$ cat src/design/ssm_pkg.sv
`timescale 1ns / 1ps
// ----------------------------------------------------------------------------
// ssm_pkg
// Shared constants and types for the shear sort matrix block.
// ----------------------------------------------------------------------------
package ssm_pkg;

   localparam int SIDE_DEF = 8;
   localparam int VALUE_W  = 32;
   localparam int IDX_W    = 3;

   typedef enum logic [2:0] {
      ST_LOAD = 3'b001,
      ST_SORT = 3'b010,
      ST_EMIT = 3'b100
   } ssm_state_type;

   typedef struct packed {
      logic shift_in;
      logic shift_out;
      logic cx_en;
      logic cx_col;
      logic cx_odd;
   } ssm_cmd_type;

endpackage

$ cat src/design/ssm_ctrl.sv
`timescale 1ns / 1ps
// ----------------------------------------------------------------------------
// ssm_ctrl
// Sequencer: counts loads, sort passes and rounds, and emitted elements.
// ----------------------------------------------------------------------------
module ssm_ctrl import ssm_pkg::*; #(
   parameter int SIDE = SIDE_DEF
) (
   input  logic               clock,
   input  logic               reset,
   input  logic               req_valid,
   output logic               req_ready,
   output logic               rsp_valid,
   input  logic               rsp_ready,
   output logic [IDX_W-1:0]   rsp_row_index,
   output logic [IDX_W-1:0]   rsp_col_index,
   output logic               rsp_last,
   output ssm_cmd_type        cmd
);

   localparam int CELLS   = SIDE * SIDE;
   localparam int CNT_W   = $clog2(CELLS);
   localparam int PASS_W  = $clog2(SIDE);
   localparam int ROUNDS  = $clog2(CELLS);
   localparam int ROUND_W = $clog2(ROUNDS);

   ssm_state_type      state_ff, state_in;
   logic [CNT_W-1:0]   cnt_ff, cnt_in;
   logic [PASS_W-1:0]  pass_ff, pass_in;
   logic               colmode_ff, colmode_in;
   logic [ROUND_W-1:0] round_ff, round_in;
   logic [IDX_W-1:0]   row_ff, row_in;
   logic [IDX_W-1:0]   col_ff, col_in;
   logic               cnt_last;

   assign req_ready     = (state_ff == ST_LOAD);
   assign rsp_valid     = (state_ff == ST_EMIT);
   assign cnt_last      = (cnt_ff == CNT_W'(CELLS - 1));
   assign rsp_last      = cnt_last;
   assign rsp_row_index = row_ff;
   assign rsp_col_index = col_ff;

   assign cmd.shift_in  = req_valid && req_ready;
   assign cmd.shift_out = rsp_valid && rsp_ready;
   assign cmd.cx_en     = (state_ff == ST_SORT);
   assign cmd.cx_col    = colmode_ff;
   assign cmd.cx_odd    = pass_ff[0];

   always_comb begin
      state_in   = state_ff;
      cnt_in     = cnt_ff;
      pass_in    = pass_ff;
      colmode_in = colmode_ff;
      round_in   = round_ff;
      row_in     = row_ff;
      col_in     = col_ff;
      case (state_ff)
         ST_LOAD: begin
            if (req_valid) begin
               if (cnt_last) begin
                  cnt_in   = '0;
                  state_in = ST_SORT;
               end else begin
                  cnt_in = cnt_ff + 1'b1;
               end
            end
         end
         ST_SORT: begin
            if (pass_ff == PASS_W'(SIDE - 1)) begin
               pass_in = '0;
               if (colmode_ff) begin
                  colmode_in = 1'b0;
                  if (round_ff == ROUND_W'(ROUNDS - 1)) begin
                     round_in = '0;
                     state_in = ST_EMIT;
                  end else begin
                     round_in = round_ff + 1'b1;
                  end
               end else begin
                  colmode_in = 1'b1;
               end
            end else begin
               pass_in = pass_ff + 1'b1;
            end
         end
         ST_EMIT: begin
            if (rsp_ready) begin
               if (col_ff == IDX_W'(SIDE - 1)) begin
                  col_in = '0;
                  row_in = row_ff + 1'b1;
               end else begin
                  col_in = col_ff + 1'b1;
               end
               if (cnt_last) begin
                  cnt_in   = '0;
                  row_in   = '0;
                  col_in   = '0;
                  state_in = ST_LOAD;
               end else begin
                  cnt_in = cnt_ff + 1'b1;
               end
            end
         end
         default: begin
            state_in = ST_LOAD;
         end
      endcase
   end

   always_ff @(posedge clock) begin
      if (reset) begin
         state_ff   <= ST_LOAD;
         cnt_ff     <= '0;
         pass_ff    <= '0;
         colmode_ff <= 1'b0;
         round_ff   <= '0;
         row_ff     <= '0;
         col_ff     <= '0;
      end else begin
         state_ff   <= state_in;
         cnt_ff     <= cnt_in;
         pass_ff    <= pass_in;
         colmode_ff <= colmode_in;
         round_ff   <= round_in;
         row_ff     <= row_in;
         col_ff     <= col_in;
      end
   end

endmodule

$ cat config.mk
export PLATFORM = sky130hd
export DESIGN_NAME = ssm_ctrl
export DESIGN_NICKNAME = d
export VERILOG_FILES = /design/src/design/ssm_pkg.sv /design/src/design/ssm_ctrl.sv
export SDC_FILE = /design/constraint.sdc
export NUM_CORES = 1
export LEC_CHECK = 0
export BUFFER_PORTS_ARGS = -buffer_cell sky130_fd_sc_hd__buf_2
export CAP_MARGIN = 20
export CORE_UTILIZATION = 28
export DETAILED_ROUTE_END_ITERATION = 7
export PLACE_DENSITY = 0.55
export SETUP_SLACK_MARGIN = 0.1
export SYNTH_ARGS = -nofsm -noshare
export SYNTH_HDL_FRONTEND = slang
export SYNTH_SLANG_ARGS = --single-unit
export TNS_END_PERCENT = 50
$ cat constraint.sdc
create_clock -name clock -period 3.5 [get_ports clock]
set_clock_uncertainty 0.1 [all_clocks]
set_input_delay 0.525 -clock clock [delete_from_list [all_inputs] [get_ports clock]]
set_output_delay 0.525 -clock clock [all_outputs]
set_load 0.01 [all_outputs]
Word-level counts from Yosys, hierarchy flattened
Cells that the tools add are included.
{"block": "op_classes", "add_sub_neg": 5, "eq_ne": 14, "muxes": 19, "reduce_logical": 10}
{"op": "$mux W3", "n": 13}
{"op": "$mux W6", "n": 3}
{"op": "$add A3 B1 Y3 const B", "n": 4}
{"op": "$eq A3 B3 Y1 const B", "n": 4}
{"op": "$ne A2 B1 Y1 const B", "n": 6}
{"op": "$pmux W6 S2", "n": 1}
{"op": "$pmux W3 S3", "n": 1}
{"op": "$reduce_and A3 Y1", "n": 3}
{"op": "$reduce_and A7 Y1", "n": 1}
{"op": "$add A6 B1 Y6 const B", "n": 1}
{"op": "$eq A6 B6 Y1 const B", "n": 1}
{"op": "$reduce_and A2 Y1", "n": 2}
{"op": "$reduce_bool A2 Y1", "n": 2}
{"op": "$eq A3 B1 Y1 const B", "n": 1}
{"op": "$eq A3 B2 Y1 const B", "n": 1}
{"op": "$logic_and A1 B1 Y1", "n": 2}
{"op": "$ne A2 B2 Y1 const B", "n": 1}
{"op": "$mux W1", "n": 1}
{"block": "totals", "reg_bits": 22, "in_bits": 4, "output_inout_bits": 14}

Logic depth before layout (Yosys ltp)
Gate-level depths: netlist of the first run.
{"block": "logic_depth", "depth_word": 5, "depth_mapped": 5, "mapped_depth_nobuf": 5}

Worst setup path before layout of the first run
Ideal clock, no wire load.
{"block": "synth_timing", "kind": "register -> output", "startpoint": "register cnt_ff[0]", "endpoint": "output port rsp_last", "arrival_ns": 1.124, "required_time_ns": 2.875, "path_slack_ns": 1.751, "path_stages_with_launch": 5, "path_buffers": 1, "cell_sequence": "dfxtp_1 ha_1 nand3_1 clkbuf_1 nor2_1"}
{"block": "synth_via", "elab_chain_len": 1}
{"element": "start, declared", "line_no": "ssm_ctrl.sv:28", "source": "logic [CNT_W-1:0] cnt_ff, cnt_in;"}
{"element": "start signal, assigned", "line_no": "ssm_ctrl.sv:121", "source": "cnt_ff <= cnt_in;"}
{"element": "$eq A6 B6 Y1", "line_no": "ssm_ctrl.sv:38", "source": "assign cnt_last = (cnt_ff == CNT_W'(CELLS - 1));"}
{"element": "end, declared", "line_no": "ssm_ctrl.sv:17", "source": "output logic rsp_last,"}
Every way passes these cells.

Final worst setup path of the first run
Ends and elaborated chain as after synthesis.

==> results of run 1 <==
[report_power, final]
| part | switching [W] | internal, W |
|---|---|---|
| clock | 0.0000803 | 0.000100 |
| combinational | 0.0000161 | 0.0000112 |
| sequential | 0.00000515 | 0.000255 |
[state kept, by name, summed over array words and instances (netlist names)]
register and flops:
cnt_ff 6, pass_ff 3, round_ff 3, rsp_col_index 3, rsp_row_index 3, state_ff 3, colmode_ff 1
[final cells by class]
type,count,share of cell area (%)
tap,48,4.62
timing repair buffer,18,7.12
inverter,7,2.02
sequential,22,33.9
multi-input combinational,97,48.1
clock buffer,4,4.23
[final timing paths]
kind                            from                  endpoint  slack [ns]  cells past startpoint
min          pass_ff[1]$_SDFFE_PP0N_   pass_ff[1]$_SDFFE_PP0N_        0.36                      2
min reg2reg  pass_ff[1]$_SDFFE_PP0N_   pass_ff[1]$_SDFFE_PP0N_        0.36                      2
max           cnt_ff[0]$_SDFFE_PP0P_                  rsp_last        1.20                      4
max reg2reg   cnt_ff[0]$_SDFFE_PP0P_  state_ff[0]$_SDFFE_PP1P_        1.48                      4
[worst min-delay path, stage by stage, from the launching register on]
cell	delay, ns
dfxtp_1	0.32
nand2_1	0.05
a21oi_1	0.05
[metrics by stage]
stage | utilization (%) | setup WS [ns] | area, µm² | std cells | hold slack, ns
2_1_floorplan | - | 1.75 | 1140 | 136 | 0.336
6_report | 34.5 | 1.20 | 1300 | 196 | 0.364
5_1_grt | 34.5 | 1.04 | 1300 | 196 | 0.406
4_1_cts | 34.5 | 1.19 | 1300 | 196 | 0.370
3_5_place_dp | 33.0 | 1.47 | 1240 | 192 | 0.359
3_3_place_gp | 33.0 | 1.53 | 1240 | 192 | 0.347
[synth_stat cells (4+ instances only)]
library cell	number
inv_1	7
o211ai_1	6
a31oi_1	4
dfxtp_1	22
nor2_1	4
nand3_1	8
or3_1	5
nor2b_1	4
ha_1	6
clkbuf_1	6
nand2_1	13
o21ai_0	10
a21oi_1	16
[routing by layer]
layer	track usage [%]	vias up
met5	0	-
met1	15.7	482
met4	8.15	0
met3	2.76	4
li1	-	523
met2	22.1	28
[cell families (layout without fill, tap and decap cells)]
logic type | count (synthesis) | in the layout
compound gates | 44 | 44
mux | 2 | 2
flops | 22 | 22
fa+ha+maj | 6 | 6
simple gates | 45 | 45
buf+inv | 17 | 29
==> flow_metrics.env, run 1 <==
export IMPL_status="completed"
export IMPL_end_kind="output port"
export IMPL_synth_cells=136
export IMPL_root_buffer="clkbuf_8"
export IMPL_ir_drop_mv=0.176
export IMPL_antenna_found_initial=0
export IMPL_synth_edf_count=0
export IMPL_routed_via_density=5.29
export IMPL_dr_wl_met2_mm=1.16
export IMPL_finalMaxSlewViolations=0
export IMPL_cts_setup_buffers=0
export IMPL_p_total_w=0.000468
export IMPL_synth_xor_area_share_pct=0
export IMPL_final_hold_viol_count=0
export IMPL_fmaxAchievable_ghz=0.435
export IMPL_synth_seq_area_share_pct=38.6
export IMPL_ant_nets=0
export IMPL_rsz0062_at_grt="false"
export IMPL_startpoint_type="flop"
export IMPL_maxCapViolCount=0
export IMPL_synth_top_cell_by_area="dfxtp_1"
export IMPL_clk_pin_slew_worst_paths_ns=0.08
export IMPL_start_util_pct=30.2
export IMPL_p_leak_nw=0.490
export IMPL_tritoncts="built"
export IMPL_clkSinkCount=22
export IMPL_die_w_um=65.8
export IMPL_synthMuxAreaShare_pct=1.98
export IMPL_fillers=397
export IMPL_wire_per_inst_um=12.8
export IMPL_met3WireLength_um=105
export IMPL_path_class="reg -> out"
export IMPL_avgSynthCellArea_um2=8.38
export IMPL_min_period_ns=2.30
export IMPL_first_global_vias=950
export IMPL_area_growth_pct=14.1
export IMPL_io_buffers=17
export IMPL_grtUsageTotal_pct=13.4
export IMPL_ctsLongestPathBuffers=2
export IMPL_hpwl_mm=1.72
export IMPL_mostFrequentLayoutCell="dfxtp_1"
export IMPL_grt_overflow=0
export IMPL_powerDensity_nw_per_um2=360
export IMPL_multi_input_area_um2=626
export IMPL_synth_fp_nets=146
export IMPL_fin_nets=159
export IMPL_hold_path_class="reg -> reg"
export IMPL_drive_above_1_share_pct=18.2
export IMPL_final_setup_tns_ns=0
export IMPL_coreArea_um2=3770
export IMPL_antenna_diode_count=0
export IMPL_cp_arrival_ns=1.67
export IMPL_slew_headroom_pct=62.3
export IMPL_numCtsBuffers=3
export IMPL_post_cts_resized=0
export IMPL_fp_dieH_um=65.8
export IMPL_io_pins=18
export IMPL_crit_required_ns=2.87
export IMPL_synth_top_cells_by_area="dfxtp_1, a21oi_1, ha_1"
export IMPL_gp_congestion=0.686
export IMPL_fp_row_count=22
export IMPL_yosys_area_share_adder_pct=6.59
export IMPL_max_stage_delay_ns=0.42
export IMPL_async_flop_share_pct=0
export IMPL_ys_types=31
export IMPL_critPathBufInv=1
export IMPL_synth_seq_cells=22
export IMPL_final_cell_mix="dfxtp_1, buf_2, a21oi_1"
export IMPL_die_area_um2=4330
export IMPL_ys_warnings_count=0
export IMPL_synth_top_family_by_area="compound AO/OA/AOI/OAI gates"
export IMPL_htree_levels=1
export IMPL_grt_max_degree=26
export IMPL_synth_compound_area_share_pct=23.6
export IMPL_final_seq_area_um2=440
export IMPL_synth_flop_cell="dfxtp_1"
export IMPL_holdBufCountCts=0
export IMPL_worstMarginPinSlew_ns=0.565
export IMPL_drc=0
export IMPL_wl_met1_mm=1.18
export IMPL_netlist_area_um2=1140
export IMPL_fin_crit_sh_pct=65.7
export IMPL_wl_mm=2.51
export IMPL_vias=1037
export IMPL_grt_pass1_wl_mm=4.30
export IMPL_top_layer="met4"
export IMPL_cp_max_fo=16
export IMPL_clk_insertion_delay_late_ns=0.26
export IMPL_path_delay_family="simple AND/OR/NAND/NOR gates"
export IMPL_synth_top_area_share_pct=38.6
export IMPL_synthSimpleGateAreaFrac_pct=22.7
export IMPL_crit_chain="ha_1, nand3_1, nor2_1, buf_2"
export IMPL_firstDrtPassIters=4
export IMPL_drt_iter0_drc=32
export IMPL_cp_slowest_cell="nand3_1"
export IMPL_setup_viol=0
Note: power is estimated with default switching activity, not from simulation.
==> inputs of run 2 (changes only) <==
--- a/config.mk
+++ b/config.mk
@@ -5,6 +5,7 @@
 export SDC_FILE = /design/constraint.sdc
 export NUM_CORES = 1
 export LEC_CHECK = 0
+export ABC_AREA = 1
 export BUFFER_PORTS_ARGS = -buffer_cell sky130_fd_sc_hd__buf_2
 export CAP_MARGIN = 20
 export CORE_UTILIZATION = 28
==> constraint.sdc (replaced) <==
create_clock -name clock -period 2.2 [get_ports clock]
set_clock_uncertainty 0.1 [all_clocks]
set_input_delay 0.33 -clock clock [delete_from_list [all_inputs] [get_ports clock]]
set_output_delay 0.33 -clock clock [all_outputs]
set_load 0.01 [all_outputs]
==> run 2 against run 1 <==
Final area increased by 6.2%; synthesized cell count up 21%; register-to-register slack worse by 0.83 ns; critical path depth rose by 2; first-iteration DRC count increased by 16%; non-clock buffer count down 1; largest power group unchanged; clock power rose by 61%.
==> flow_metrics.env, run 2 <==
export IMPL_r2r_end="state_ff[0]$_SDFFE_PP1P_"
export IMPL_finalMaxSlewViolations=0
export IMPL_end_kind="output port"
export IMPL_rr_startpoint="pass_ff[0]$_SDFFE_PP0N_"
export IMPL_final_cell_mix="nand2_1, dfxtp_1, inv_1, buf_2, nor2_1"
export IMPL_fmaxAchievable_ghz=0.556
export IMPL_cp_max_fo=8
export IMPL_holdBufCountCts=0
export IMPL_synth_top_area_share_pct=36.7
export IMPL_ir_drop_mv=0.376
export IMPL_final_setup_tns_ns=0
export IMPL_startpoint_type="flop"
export IMPL_antenna_diode_count=0
export IMPL_coreArea_um2=4060
export IMPL_synth_top_cells_by_area="dfxtp_1, nand2_1, ha_1"
export IMPL_cts_setup_buffers=0
export IMPL_fp_row_count=23
export IMPL_numCtsBuffers=3
export IMPL_grt_max_degree=13
export IMPL_p_leak_nw=0.674
export IMPL_ant_nets=0
export IMPL_wire_per_inst_um=10.1
export IMPL_hp_start="reset"
export IMPL_clk_insertion_delay_late_ns=0.26
export IMPL_grt_pass1_wl_mm=4.00
export IMPL_synthMostInstantiatedCell="nand2_1"
export IMPL_synth_cells=165
export IMPL_final_cells=232
export IMPL_synth_top_cell_by_area="dfxtp_1"
export IMPL_reg2reg_depth=9
export IMPL_netlist_area_um2=1200
export IMPL_die_w_um=67.5
export IMPL_status="completed"
export IMPL_hpwl_mm=1.80
export IMPL_dpl_worst_slack_ns=0.678
export IMPL_hold_end="cnt_ff[3]$_SDFFE_PP0P_"
export IMPL_start_util_pct=29.6
export IMPL_fin_crit_sh_pct=81.7
export IMPL_synth_edf_count=0
export IMPL_setup_slack_ns=0.402
export IMPL_dp_cells=228
export IMPL_die_area_um2=4560
export IMPL_top_register="cnt_ff"
export IMPL_clkSinkCount=22
export IMPL_drc=0
export IMPL_cp_arrival_ns=1.37
export IMPL_drt_iter0_drc=37
export IMPL_gp_congestion=0.824
export IMPL_routed_via_density=4.49
export IMPL_rsz0062_at_grt="false"
export IMPL_vias=1041
export IMPL_hold_path_class="in -> reg"
export IMPL_drive_above_1_share_pct=25.8
export IMPL_synthTopCellsByCount="nand2_1, dfxtp_1, inv_1"
export IMPL_fillers=433
export IMPL_final_hold_viol_count=0
export IMPL_avgSynthCellArea_um2=7.28
export IMPL_clk_pin_slew_worst_paths_ns=0.08
export IMPL_post_cts_resized=0
export IMPL_ys_types=25
export IMPL_grtUsageTotal_pct=11.6
export IMPL_grt_overflow=0
export IMPL_async_flop_share_pct=0
export IMPL_largest_register_ffs=6
export IMPL_io_buffers=17
export IMPL_synth_fp_nets=175
export IMPL_fin_nets=193
export IMPL_slew_headroom_pct=73.8
export IMPL_worstMarginPinSlew_ns=0.392
export IMPL_ys_warnings_count=0
export IMPL_synth_seq_area_share_pct=36.7
export IMPL_setup_viol=0
export IMPL_mostFrequentLayoutCell="nand2_1"
export IMPL_crit_required_ns=1.77
export IMPL_antenna_found_initial=0
export IMPL_first_global_vias=947
export IMPL_wl_mm=2.35
export IMPL_maxCapViolCount=0
export IMPL_area_growth_pct=14.9
export IMPL_path_class="reg -> out"
export IMPL_min_period_ns=1.80
export IMPL_htree_levels=1
export IMPL_firstDrtPassIters=4
export IMPL_root_buffer="clkbuf_8"
export IMPL_tritoncts="built"
export IMPL_ctsLongestPathBuffers=2
export IMPL_hold_depth=2
export IMPL_io_pins=18
export IMPL_powerDensity_nw_per_um2=864
export IMPL_r2r_setup_slack_ns=0.65
export IMPL_hold_slack_ns=0.291
export IMPL_fp_dieH_um=67.5
export IMPL_synth_flop_cell="dfxtp_1"
export IMPL_synth_seq_cells=22
==> run 2: changes by cell type in the layout (fill, tap and decap cells not counted), sizes merged, moves of 5 or more <==
cell and change:
nand2 +23, or3 -5, inv +17, nand3 +10, nor2 +18, o211ai -5
==> run 2: layer usage <==
layer,vias to the layer above,GRT usage (%),part of all wire (%)
li1,561,-,-
met5,-,0,0
met4,0,3.19,1.2
met2,26,18.1,45
met1,450,15.2,50
met3,4,3.72,4.5
==> run 2: worst max-delay path: stages (launching register included) <==
cell	delay, ns
dfxtp_1	0.38
ha_1	0.21
nand2_1	0.06
inv_1	0.08
nand2_2	0.13
inv_1	0.12
buf_2	0.14
==> run 2: kinds of logic (layout without fill, tap and decap cells) <==
kind of cell	count (synthesis)	in the layout	synth area share (%)
buffers and inverters	29	46	9.79
XOR/XNOR	4	4	2.92
AND/OR/NAND/NOR	80	80	32.8
flip-flops	22	22	36.7
adder cells (fa/ha/maj)	6	6	6.25
AO/OA/AOI/OAI	24	24	11.6
==> run 2: power by group <==
group          switching [W]  leakage [nW]  internal [W]  total [W]
Combinational       0.000278         0.467      0.000141   0.000420
Clock               0.000132        0.0288      0.000159   0.000291
Sequential         0.0000449         0.178      0.000437   0.000482
Total               0.000455         0.674      0.000738    0.00119
==> run 2: worst max-delay path by stage <==
| stage | start | end | slack [ns] |
|---|---|---|---|
| finish | cnt_ff[0]$_SDFFE_PP0P_ | rsp_last | 0.40 |
| global route | cnt_ff[0]$_SDFFE_PP0P_ | rsp_last | 0.27 |
| detailed placement | pass_ff[0]$_SDFFE_PP0N_ | state_ff[0]$_SDFFE_PP1P_ | 0.68 |
| CTS | cnt_ff[0]$_SDFFE_PP0P_ | rsp_last | 0.39 |
| global placement | pass_ff[0]$_SDFFE_PP0N_ | state_ff[0]$_SDFFE_PP1P_ | 0.70 |
| floorplan | rsp_col_index[0]$_SDFFE_PP0P_ | rsp_row_index[0]$_SDFFE_PP0P_ | 0.84 |
==> run 2: final cells by class <==
type / instances / area (µm²) / share of cell area (%)
multi-input combinational: 114 / 643 / 46.6
sequential: 22 / 440 / 31.9
inverter: 25 / 93.8 / 6.80
timing repair buffer: 17 / 85.1 / 6.17
tap: 50 / 62.6 / 4.53
clock buffer: 4 / 55.1 / 3.99
==> run 2: metrics by stage <==
step           instance area (µm²)  util (%)  total power (W)
6_report                      1380      34.0          0.00119
5_1_grt                       1380      34.0          0.00129
4_1_cts                       1380      34.0          0.00121
3_5_place_dp                  1330      32.7         0.000914
3_3_place_gp                  1330      32.7         0.000918
2_1_floorplan                 1200         -         0.000818
==> inputs of run 3 (changes only) <==
==> constraint.sdc (replaced) <==
create_clock -name clock -period 1.7 [get_ports clock]
set_clock_uncertainty 0.1 [all_clocks]
set_input_delay 0.255 -clock clock [delete_from_list [all_inputs] [get_ports clock]]
set_output_delay 0.255 -clock clock [all_outputs]
set_load 0.01 [all_outputs]
==> run 3 against run 2 <==
Sequential share of layout area shrank 0.91 points; first-iteration DRC count grew 43%; non-clock buffer count rose by 6.
==> flow_metrics.env, run 3 (same netlist as run 2, synthesis figures left out) <==
export IMPL_status="completed"
export IMPL_startpoint_type="flop"
export IMPL_slew_headroom_pct=76.8
export IMPL_start_util_pct=29.6
export IMPL_first_global_vias=922
export IMPL_rr_startpoint="pass_ff[0]$_SDFFE_PP0N_"
export IMPL_drc=0
export IMPL_drt_iter0_drc=53
export IMPL_top_register="cnt_ff"
export IMPL_wl_met1_mm=1.15
export IMPL_routed_via_density=4.51
export IMPL_htree_levels=1
export IMPL_final_setup_tns_ns=0
export IMPL_hold_end="cnt_ff[3]$_SDFFE_PP0P_"
export IMPL_numCtsBuffers=3
export IMPL_rsz0062_at_grt="true"
export IMPL_fmaxAchievable_ghz=0.647
export IMPL_area_growth_pct=20.9
export IMPL_firstDrtPassIters=5
export IMPL_grt_max_degree=13
export IMPL_r2r_end="state_ff[2]$_SDFFE_PP0P_"
export IMPL_dr_wl_met2_mm=1.13
export IMPL_setup_viol=0
export IMPL_fp_row_count=23
export IMPL_io_buffers=17
export IMPL_clkSinkCount=22
export IMPL_antenna_diode_count=0
export IMPL_ctsLongestPathBuffers=2
export IMPL_worstMarginPinSlew_ns=0.348
export IMPL_fillers=428
export IMPL_finalMaxSlewViolations=0
export IMPL_hp_start="reset"
export IMPL_cp_arrival_ns=1.19
export IMPL_stdcell_area_um2=1450
export IMPL_top_layer="met4"
export IMPL_maxCapViolCount=0
export IMPL_ant_nets=0
export IMPL_grtUsageTotal_pct=11.7
export IMPL_r2r_setup_slack_ns=0.26
export IMPL_met3WireLength_um=92
export IMPL_grt_overflow=0
export IMPL_cp_max_fo=8
export IMPL_hpwl_mm=1.79
export IMPL_io_pins=18
export IMPL_tritoncts="built"
export IMPL_clk_pin_slew_worst_paths_ns=0.08
export IMPL_drive_above_1_share_pct=33.5
export IMPL_final_cell_mix="nand2_1, buf_2, nor2_1, dfxtp_1, nand3_1"
export IMPL_clk_insertion_delay_late_ns=0.26
export IMPL_path_class="reg -> out"
export IMPL_fp_dieH_um=67.5
export IMPL_coreArea_um2=4060
export IMPL_end_kind="output port"
export IMPL_gp_congestion=0.796
export IMPL_ir_drop_mv=0.497
export IMPL_hold_path_class="in -> reg"
export IMPL_wl_mm=2.38
export IMPL_crit_required_ns=1.34
export IMPL_largest_register_ffs=6
export IMPL_mostFrequentLayoutCell="nand2_1"
export IMPL_min_period_ns=1.54
export IMPL_grt_pass1_wl_mm=4.02
export IMPL_die_w_um=67.5
export IMPL_fin_crit_sh_pct=90.9
export IMPL_fin_nets=199
export IMPL_hold_depth=2
export IMPL_placed_cell_area_um2=1330
export IMPL_antenna_found_initial=0
export IMPL_wire_per_inst_um=9.99
export IMPL_vias=1074
export IMPL_p_leak_nw=0.714
export IMPL_die_area_um2=4560
export IMPL_final_hold_viol_count=0
export IMPL_root_buffer="clkbuf_8"
export IMPL_powerDensity_nw_per_um2=1110
export IMPL_reg2reg_depth=8
run 3: cell count changes in the layout (fill, tap and decap cells not counted), sizes merged:
cell,delta
buf,+6
run 3: metal layers:
layer  GRT usage [%]  vias up
met5               0        -
li1                -      575
met4            2.39        0
met1            15.3      479
met2            18.7       18
met3            3.55        2
run 3: worst max path at each step:
| stage | slack [ns] | from | end | cells past startpoint |
|---|---|---|---|---|
| after floorplan | 0.34 | rsp_col_index[0]$_SDFFE_PP0P_ | rsp_row_index[0]$_SDFFE_PP0P_ | 8 |
| after global placement | 0.22 | pass_ff[0]$_SDFFE_PP0N_ | state_ff[0]$_SDFFE_PP1P_ | 9 |
| after detailed placement | 0.22 | pass_ff[0]$_SDFFE_PP0N_ | state_ff[0]$_SDFFE_PP1P_ | 9 |
| after CTS | 0.09 | state_ff[0]$_SDFFE_PP1P_ | cmd[3] | 4 |
| after global routing | 0.09 | cnt_ff[1]$_SDFFE_PP0P_ | rsp_last | 6 |
| final | 0.16 | cnt_ff[0]$_SDFFE_PP0P_ | rsp_last | 6 |
run 3: cell type report:
class	instances	area [µm²]	share of cell area (%)
repair buffers	23	130	8.96
multi-input cells	114	661	45.5
flip-flops and latches	22	450	31.0
inverters	25	93.8	6.46
well taps	50	62.6	4.31
clock buffers	4	55.1	3.79
run 3: worst max-delay path, stage by stage, from the launching register on:
cell and delay [ns]:
dfxtp_4 0.36, ha_4 0.16, nand2_1 0.07, inv_2 0.05, nand2_4 0.11, inv_2 0.05
buf_2 0.13
run 3: timing repair:
action | 4_1_cts | 5_1_grt
hold buffers | 0 | 0
resized for setup | 6 | 7
pin swaps | 0 | 1
setup endpoints to repair | 2 | 5
buffers inserted | 0 | 6
run 3: through the flow:
| step | cells | hold WS, ns | utilization (%) | power [W] | worst slack (ns) |
|---|---|---|---|---|---|
| detailed placement | 228 | 0.362 | 32.7 | 0.00119 | 0.220 |
| floorplan | 165 | 0.225 | - | 0.00106 | 0.345 |
| finish | 238 | 0.223 | 35.8 | 0.00161 | 0.155 |
| CTS | 232 | 0.229 | 34.3 | 0.00158 | 0.0923 |
| global placement | 228 | 0.363 | 32.7 | 0.00119 | 0.219 |
| global route | 238 | 0.234 | 35.8 | 0.00174 | 0.0869 |
run 3: power breakdown:
| group | switching (W) | internal, W | total, W |
|---|---|---|---|
| Combinational | 0.000371 | 0.000223 | 0.000594 |
| Sequential | 0.0000651 | 0.000577 | 0.000642 |
| Clock | 0.000167 | 0.000206 | 0.000373 |
| Total | 0.000603 | 0.00101 | 0.00161 |
